**src/design/rtcsan_pkg.sv**
```systemverilog
// Shared types and constants for the RTC snapshot agreement and normalization block.
// Holds the raw snapshot layout, the normalized result layout and the conversion helpers.
// No dependencies.
package rtcsan_pkg;

    // Register indexes of the configuration port.
    localparam logic REG_BINARY_MODE  = 1'b0;
    localparam logic REG_HOUR_24_MODE = 1'b1;

    localparam logic [7:0]  PM_BIT_MASK  = 8'h80;
    localparam logic [7:0]  HOUR_MASK    = 8'h7F;
    localparam logic [7:0]  NOON_HOUR    = 8'd12;
    localparam logic [7:0]  CENT_LOW     = 8'd19;
    localparam logic [7:0]  CENT_MID     = 8'd20;
    localparam logic [7:0]  CENT_HIGH    = 8'd21;
    localparam logic [11:0] YEAR_1900    = 12'd1900;
    localparam logic [11:0] YEAR_2000    = 12'd2000;
    localparam logic [11:0] YEAR_2100    = 12'd2100;
    localparam logic [11:0] YEAR_MIN     = 12'd1970;
    localparam logic [11:0] YEAR_MAX     = 12'd2199;
    localparam logic [7:0]  SEC_MAX      = 8'd59;
    localparam logic [7:0]  HOUR_MAX     = 8'd23;
    localparam logic [7:0]  DAY_MAX      = 8'd31;
    localparam logic [7:0]  MONTH_MAX    = 8'd12;

    // One raw snapshot; the seconds byte sits in the lowest bits.
    typedef struct packed {
        logic [7:0] cent_raw;
        logic [7:0] yr_raw;
        logic [7:0] mon_raw;
        logic [7:0] day_raw;
        logic [7:0] hour_raw;
        logic [7:0] min_raw;
        logic [7:0] sec_raw;
    } sample_t;

    // One normalized result; the seconds field sits in the lowest bits.
    typedef struct packed {
        logic        time_invalid;
        logic [11:0] year;
        logic [7:0]  month;
        logic [7:0]  day;
        logic [7:0]  hour;
        logic [7:0]  minute;
        logic [7:0]  second;
    } result_t;

    typedef struct packed {
        logic binary_mode;
        logic hour_24_mode;
    } cfg_t;

    // Two nibbles weighted as low + 10 * high, also for nibbles above nine.
    function automatic logic [7:0] from_bcd(input logic [7:0] v);
        logic [7:0] hi;
        hi = {4'd0, v[7:4]};
        return {4'd0, v[3:0]} + (hi << 3) + (hi << 1);
    endfunction

    // Remainder by twelve: reciprocal estimate that is low by at most one, then one fix-up.
    function automatic logic [7:0] mod12(input logic [7:0] v);
        logic [14:0] prod;
        logic [4:0]  q;
        logic [7:0]  r;
        prod = {7'd0, v} * 15'd85;
        q    = prod[14:10];
        r    = v - 8'({3'd0, q} * 8'd12);
        if (r >= 8'd12) begin
            r = r - 8'd12;
        end
        return r;
    endfunction

endpackage

```
**src/design/rtcsan_agree.sv**
```systemverilog
// Snapshot agreement tracker: holds the previous snapshot and the compare count of a read.
// Decides whether the snapshot in the stage register ends the read with a result.
// Depends on rtcsan_pkg.
module rtcsan_agree #(
    parameter int MAX_COMPARES = 8
) (
    input  logic               aclk,
    input  logic               aresetn,
    input  logic               advance,
    input  rtcsan_pkg::sample_t sample,
    output logic               emit
);

    localparam int CNT_W = $clog2(MAX_COMPARES + 1);

    rtcsan_pkg::sample_t prev_reg;
    logic [CNT_W-1:0]    cnt_reg;
    logic [CNT_W-1:0]    cnt_next;
    logic                held;
    logic                match;

    assign held  = (cnt_reg != '0);
    assign match = (sample == prev_reg);
    assign emit  = held && (match || (cnt_reg >= CNT_W'(MAX_COMPARES)));

    always_comb begin
        cnt_next = cnt_reg;
        if (advance) begin
            if (!held) begin
                cnt_next = CNT_W'(1);
            end else if (emit) begin
                cnt_next = '0;
            end else begin
                cnt_next = cnt_reg + CNT_W'(1);
            end
        end
    end

    always_ff @(posedge aclk) begin
        if (!aresetn) begin
            cnt_reg <= '0;
        end else begin
            cnt_reg <= cnt_next;
        end
    end

    // The stored snapshot is only compared while the count is nonzero.
    always_ff @(posedge aclk) begin
        if (advance) begin
            prev_reg <= sample;
        end
    end

endmodule

```
**src/design/rtcsan_norm.sv**
```systemverilog
// Snapshot normalizer: BCD to binary, 12-hour to 24-hour, full year and range check.
// Purely combinational; sits between the stage register and the result register.
// Depends on rtcsan_pkg.
module rtcsan_norm (
    input  rtcsan_pkg::cfg_t    cfg,
    input  rtcsan_pkg::sample_t sample,
    output rtcsan_pkg::result_t result
);

    logic       pm;
    logic [7:0] hr_strip;
    logic [7:0] sec_c, min_c, hr_c, day_c, mon_c, yr_c, cent_c;
    logic [7:0] hr_24;
    logic [11:0] year_base;
    logic [11:0] year;

    assign pm       = !cfg.hour_24_mode && sample.hour_raw[7];
    assign hr_strip = pm ? (sample.hour_raw & rtcsan_pkg::HOUR_MASK) : sample.hour_raw;

    always_comb begin
        if (cfg.binary_mode) begin
            sec_c  = sample.sec_raw;
            min_c  = sample.min_raw;
            hr_c   = hr_strip;
            day_c  = sample.day_raw;
            mon_c  = sample.mon_raw;
            yr_c   = sample.yr_raw;
            cent_c = sample.cent_raw;
        end else begin
            sec_c  = rtcsan_pkg::from_bcd(sample.sec_raw);
            min_c  = rtcsan_pkg::from_bcd(sample.min_raw);
            hr_c   = rtcsan_pkg::from_bcd(hr_strip);
            day_c  = rtcsan_pkg::from_bcd(sample.day_raw);
            mon_c  = rtcsan_pkg::from_bcd(sample.mon_raw);
            yr_c   = rtcsan_pkg::from_bcd(sample.yr_raw);
            cent_c = rtcsan_pkg::from_bcd(sample.cent_raw);
        end
    end

    // In 12-hour mode, midnight reads as twelve AM, twelve PM stays noon and every other PM hour moves up by twelve.
    always_comb begin
        hr_24 = hr_c;
        if (!cfg.hour_24_mode) begin
            if (pm) begin
                hr_24 = rtcsan_pkg::mod12(hr_c) + rtcsan_pkg::NOON_HOUR;
            end else if (hr_c == rtcsan_pkg::NOON_HOUR) begin
                hr_24 = 8'd0;
            end
        end
    end

    always_comb begin
        case (cent_c)
            rtcsan_pkg::CENT_LOW:  year_base = rtcsan_pkg::YEAR_1900;
            rtcsan_pkg::CENT_MID:  year_base = rtcsan_pkg::YEAR_2000;
            rtcsan_pkg::CENT_HIGH: year_base = rtcsan_pkg::YEAR_2100;
            default:               year_base = rtcsan_pkg::YEAR_2000;
        endcase
    end

    assign year = year_base + {4'd0, yr_c};

    assign result.second       = sec_c;
    assign result.minute       = min_c;
    assign result.hour         = hr_24;
    assign result.day          = day_c;
    assign result.month        = mon_c;
    assign result.year         = year;
    assign result.time_invalid = (sec_c > rtcsan_pkg::SEC_MAX)
                              || (min_c > rtcsan_pkg::SEC_MAX)
                              || (hr_24 > rtcsan_pkg::HOUR_MAX)
                              || (day_c == 8'd0) || (day_c > rtcsan_pkg::DAY_MAX)
                              || (mon_c == 8'd0) || (mon_c > rtcsan_pkg::MONTH_MAX)
                              || (year < rtcsan_pkg::YEAR_MIN)
                              || (year > rtcsan_pkg::YEAR_MAX);

endmodule

```
**src/design/rtc_sample_agree_and_normalize.sv**
```systemverilog
// Top level of the RTC snapshot agreement and normalization block.
// Throughput: one item per cycle unless a snapshot that yields a result waits for the
// result register, which is full and stalled; the stage register and the result register
// form a two-deep pipeline, so a new item is taken while a finished result still waits.
// Reset: synchronous, active-low aresetn clears the pipeline valids, the compare
// count and the configuration (binary_mode = 0, hour_24_mode = 1).
module rtc_sample_agree_and_normalize #(
    parameter int MAX_COMPARES = 8
) (
    input  logic        aclk,
    input  logic        aresetn,
    // Input snapshot channel.
    input  logic        s_tvalid,
    output logic        s_tready,
    // s_tdata, lowest bit up: sec_raw, min_raw, hour_raw, day_raw, mon_raw, yr_raw, cent_raw.
    input  logic [55:0] s_tdata,
    // Result channel.
    output logic        m_tvalid,
    input  logic        m_tready,
    // m_tdata, lowest bit up: second, minute, hour, day, month, year, then 4 zero bits.
    output logic [55:0] m_tdata,
    // m_tuser: time_invalid.
    output logic [0:0]  m_tuser,
    // Configuration port.
    input  logic        psel,
    input  logic        penable,
    input  logic        pwrite,
    input  logic [2:0]  paddr,
    input  logic [31:0] pwdata,
    output logic [31:0] prdata,
    output logic        pready
);

    // Configuration registers. A write lands when the access phase completes;
    // the register is chosen by address bit 2, and only bit 0 of the data is kept.
    rtcsan_pkg::cfg_t cfg_reg;
    logic             cfg_wr;

    assign pready = 1'b1;
    assign cfg_wr = psel && penable && pwrite && pready;

    always_ff @(posedge aclk) begin
        if (!aresetn) begin
            cfg_reg.binary_mode  <= 1'b0;
            cfg_reg.hour_24_mode <= 1'b1;
        end else if (cfg_wr) begin
            case (paddr[2])
                rtcsan_pkg::REG_BINARY_MODE:  cfg_reg.binary_mode  <= pwdata[0];
                rtcsan_pkg::REG_HOUR_24_MODE: cfg_reg.hour_24_mode <= pwdata[0];
                default: ;
            endcase
        end
    end

    always_comb begin
        case (paddr[2])
            rtcsan_pkg::REG_BINARY_MODE:  prdata = {31'd0, cfg_reg.binary_mode};
            rtcsan_pkg::REG_HOUR_24_MODE: prdata = {31'd0, cfg_reg.hour_24_mode};
            default:                      prdata = 32'd0;
        endcase
    end

    // Stage register: holds the accepted snapshot while it is compared and converted.
    logic                stg_valid_reg;
    rtcsan_pkg::sample_t stg_data_reg;
    // Result register: holds a finished result until the sink takes it.
    logic                out_valid_reg;
    rtcsan_pkg::result_t out_data_reg;

    logic                emit;
    logic                out_free;
    logic                stg_advance;
    rtcsan_pkg::result_t norm_result;

    // A snapshot that ends no read always moves on; one that yields a result
    // waits only while the result register is full and not being drained.
    assign out_free    = !out_valid_reg || m_tready;
    assign stg_advance = stg_valid_reg && (!emit || out_free);
    assign s_tready    = !stg_valid_reg || stg_advance;

    rtcsan_agree #(
        .MAX_COMPARES (MAX_COMPARES)
    ) u_agree (
        .aclk    (aclk),
        .aresetn (aresetn),
        .advance (stg_advance),
        .sample  (stg_data_reg),
        .emit    (emit)
    );

    rtcsan_norm u_norm (
        .cfg    (cfg_reg),
        .sample (stg_data_reg),
        .result (norm_result)
    );

    always_ff @(posedge aclk) begin
        if (!aresetn) begin
            stg_valid_reg <= 1'b0;
            out_valid_reg <= 1'b0;
        end else begin
            if (s_tvalid && s_tready) begin
                stg_valid_reg <= 1'b1;
            end else if (stg_advance) begin
                stg_valid_reg <= 1'b0;
            end

            if (stg_advance && emit) begin
                out_valid_reg <= 1'b1;
            end else if (m_tready) begin
                out_valid_reg <= 1'b0;
            end
        end
    end

    always_ff @(posedge aclk) begin
        if (s_tvalid && s_tready) begin
            stg_data_reg <= rtcsan_pkg::sample_t'(s_tdata);
        end
        if (stg_advance && emit) begin
            out_data_reg <= norm_result;
        end
    end

    assign m_tvalid = out_valid_reg;
    assign m_tdata  = {4'd0, out_data_reg.year, out_data_reg.month, out_data_reg.day,
                       out_data_reg.hour, out_data_reg.minute, out_data_reg.second};
    assign m_tuser  = out_data_reg.time_invalid;

endmodule

```
**config.mk**
```make
export PLATFORM = sky130hd
export DESIGN_NAME = rtc_sample_agree_and_normalize
export DESIGN_NICKNAME = d
export VERILOG_FILES = /design/src/design/rtcsan_pkg.sv /design/src/design/rtcsan_agree.sv /design/src/design/rtcsan_norm.sv /design/src/design/rtc_sample_agree_and_normalize.sv
export SDC_FILE = /design/constraint.sdc
export NUM_CORES = 1
export LEC_CHECK = 0
export BUFFER_PORTS_ARGS = -buffer_cell sky130_fd_sc_hd__buf_2
export CAP_MARGIN = 20
export CORE_MARGIN = 2
export CORE_UTILIZATION = 45
export DETAILED_ROUTE_END_ITERATION = 10
export PLACE_DENSITY = 0.72
export SLEW_MARGIN = 20
export SYNTH_ARGS = -nofsm -noshare
export SYNTH_HDL_FRONTEND = slang
export SYNTH_SLANG_ARGS = --single-unit
```
**constraint.sdc**
```tcl
create_clock -name aclk -period 26.9 [get_ports aclk]
set_input_delay 5.38 -clock aclk [delete_from_list [all_inputs] [get_ports aclk]]
set_output_delay 5.38 -clock aclk [all_outputs]
set_load 0.01 [all_outputs]
```
==> reports/metrics.cfg <==
[outcome]
status = completed

[clock_network]
clkLatencyLatePin_ns = 0.44
cts_sinks = 173
cts_tree = built
cts-root-buf = clkbuf_16
clock_path_buffers = 2
cts_made_buffers = 17
clkTransAtPathRegs_ns = 0.07
post_cts_resized = 0
htree_levels = 4
ctsHoldBuffers = 0
cts_setup_buffers = 0

[layout]
diodes = 0
nNetsFinal = 1177
drive_above_1_share_pct = 19.4
regArea_sq_mm = 0.00512
fillers = 1989
multiInputGateArea_sq_mm = 0.00471
area_growth_pct = 13.6

[synthesis]
syn_area_per_cell_sq_um = 12.5
synth_seq_area_share_pct = 49.7
syn_inst = 822
synth_seq_cells = 173
ys.flop_type = edfxtp_1
syn_area_sq_mm = 0.0103
ys_warn_count = 0
synth_edf_count = 165
synth_cell_types = 76
async_reset_ff_share_pct = 0

[route]
vias_per_cell = 5.13
dr.pass1.iters = 5
ant_nets = 0
route.detailed.drc = 0
drt_iter0_markers = 401
post_drt_wl_per_cell_um = 16.4
vias = 6430
routed_wl_um = 20600

[setup_path]
worst_path_most_repeated_cell = buf_2
worst_setup_path_start_kind = input port
worst-path-max-fanout = 3
crit_start = m_tready
required_ns = 21.52
critPathKind = input port to primary output
r2r_start = stg_data_reg[19]
cp-end-kind = primary output
crit_arrival_ns = 6.30
crit_slowest_cell = nor2_1
path_cells = buf_2 > nor2b_1 > nand2b_1 > nor2_1 > inv_1 > buf_2
slowest_delay_ns = 0.27

[floorplanning]
die_area_sq_mm = 0.0241
fp-row-count = 55
ioPinCount = 190
dieWidth_um = 155
core_region_area_sq_mm = 0.0226
die_h_um = 155
start_util_pct = 45.6

[placed_design]
io_buffers = 120
dp_slack_ns = 15.22
routabilityCongestion = 0.802
hpwlAfterDp_um = 15400

[grt]
grt_pass1_vias = 6449
track_usage_pct = 17.8
grt_antenna_before_repair = 0
grt.overflow.total = 0
grt_max_degree = 59
grt_pass1_wl_um = 33100

[sta]
setup_ws_ns = 15.22
tightest_slew_ns = 0.798
max_freq_mhz = 85.6
post-route-period-util_pct = 43.4
relSlewSlack_pct = 46.8
rsz0062_at_grt = false
drv_slew = 0
period_minus_slack_ns = 11.68
timing.setup.tns_ns = 0
setup_violations = 0
final.setup_skew_ns = 0.0145
finalHoldViolCount = 0

[job]
cap_viol_max_count = 0

[worst_hold_path]
hold_class = flop to flop
hp-start = stg_data_reg[48]

## Yosys cell counts, drive strengths merged (4+ instances only)
| library cell | n | area share (%) |
|---|---|---|
| edfxtp | 165 | 48 |
| ha | 98 | 12 |
| inv | 76 | 2.8 |
| xor2 | 65 | 5.5 |
| buf | 42 | 3.0 |
| nand2 | 36 | 1.3 |
| o21ai | 36 | 1.8 |
| a21oi | 34 | 1.7 |
| nor2 | 26 | 1.0 |
| fa | 25 | 4.9 |
| xnor2 | 21 | 2.0 |
| nor4 | 16 | 0.97 |
| a21o | 15 | 1.1 |
| mux2 | 15 | 1.7 |
| mux2i | 15 | 1.6 |
| nor2b | 15 | 0.91 |
| nand3 | 9 | 0.44 |
| dfxtp | 8 | 1.6 |
| nand2b | 8 | 0.49 |
| nand4 | 8 | 0.49 |
| a221oi | 7 | 0.66 |
| nor3b | 6 | 0.49 |
| o21a | 6 | 0.44 |
| a21boi | 5 | 0.36 |
| nor3 | 4 | 0.19 |
| o31a | 4 | 0.34 |
| or3 | 4 | 0.24 |
## critical path, delay by kind of cell
| kind | cells | cell delay [ns] |
|---|---|---|
| and+or+nand+nor | 3 | 0.62 |
| buffers and inverters | 3 | 0.29 |
## final timing paths
kind,slack [ns],endpoint,cells after the start
min reg2reg,0.51,u_agree.prev_reg[48],0
min,0.51,u_agree.prev_reg[48],0
max,15.22,s_tready,6
max reg2reg,17.19,m_tuser,36
## cell usage in the layout, fill, tap and decap left out, drive strengths merged, types with 17 or more instances in the layout
cell type	n
edfxtp	165
buf	126
ha	98
inv	83
xor2	65
nand2	36
conb	36
o21ai	36
a21oi	34
nor2	26
fa	25
xnor2	21
clkbuf	17
## metrics by stage
stage               util, %  hold WS [ns]  instance area [sq um]  std cells
floorplan                 -         0.464                  10400        856
global placement       49.3         0.481                  11100       1222
detailed placement     49.3         0.488                  11100       1222
CTS                    51.8         0.505                  11700       1254
global route           51.8         0.525                  11700       1254
finish                 51.8         0.506                  11700       1254
## per-layer routing
| layer | track usage, % | up-vias | share of wire, % |
|---|---|---|---|
| met2 | 29.1 | 131 | 48 |
| met1 | 24.0 | 3084 | 47 |
| li1 | - | 3196 | - |
| met4 | 6.12 | 0 | 1.9 |
| met3 | 3.09 | 19 | 3.7 |
| met5 | 0 | - | 0 |
## area by class of cell
type	count	area share (%)
Clock buffer	17	3.64
Clock inverter	15	1.31
Inverter	76	2.44
Multi-Input combinational cell	562	40.3
Sequential cell	173	43.7
Tap cell	285	3.05
Timing Repair Buffer	126	5.52
## cells by family (layout without fill, tap and decap cells)
kind of cell / Yosys count / after routing / synth area share, %
AO/OA/AOI/OAI: 135 / 135 / 8.73
flip-flops: 173 / 173 / 49.7
AND/OR/NAND/NOR: 151 / 151 / 8.00
buffers and inverters: 121 / 234 / 5.89
adder cells (fa/ha/maj): 124 / 124 / 16.9
other: 2 / 36 / 0.0729
multiplexers: 30 / 30 / 3.26
XOR/XNOR: 86 / 86 / 7.50
Power is left out: the tool's default activity adds up to more than one toggle a clock period on the data nets, which glitch-free logic cannot reach.
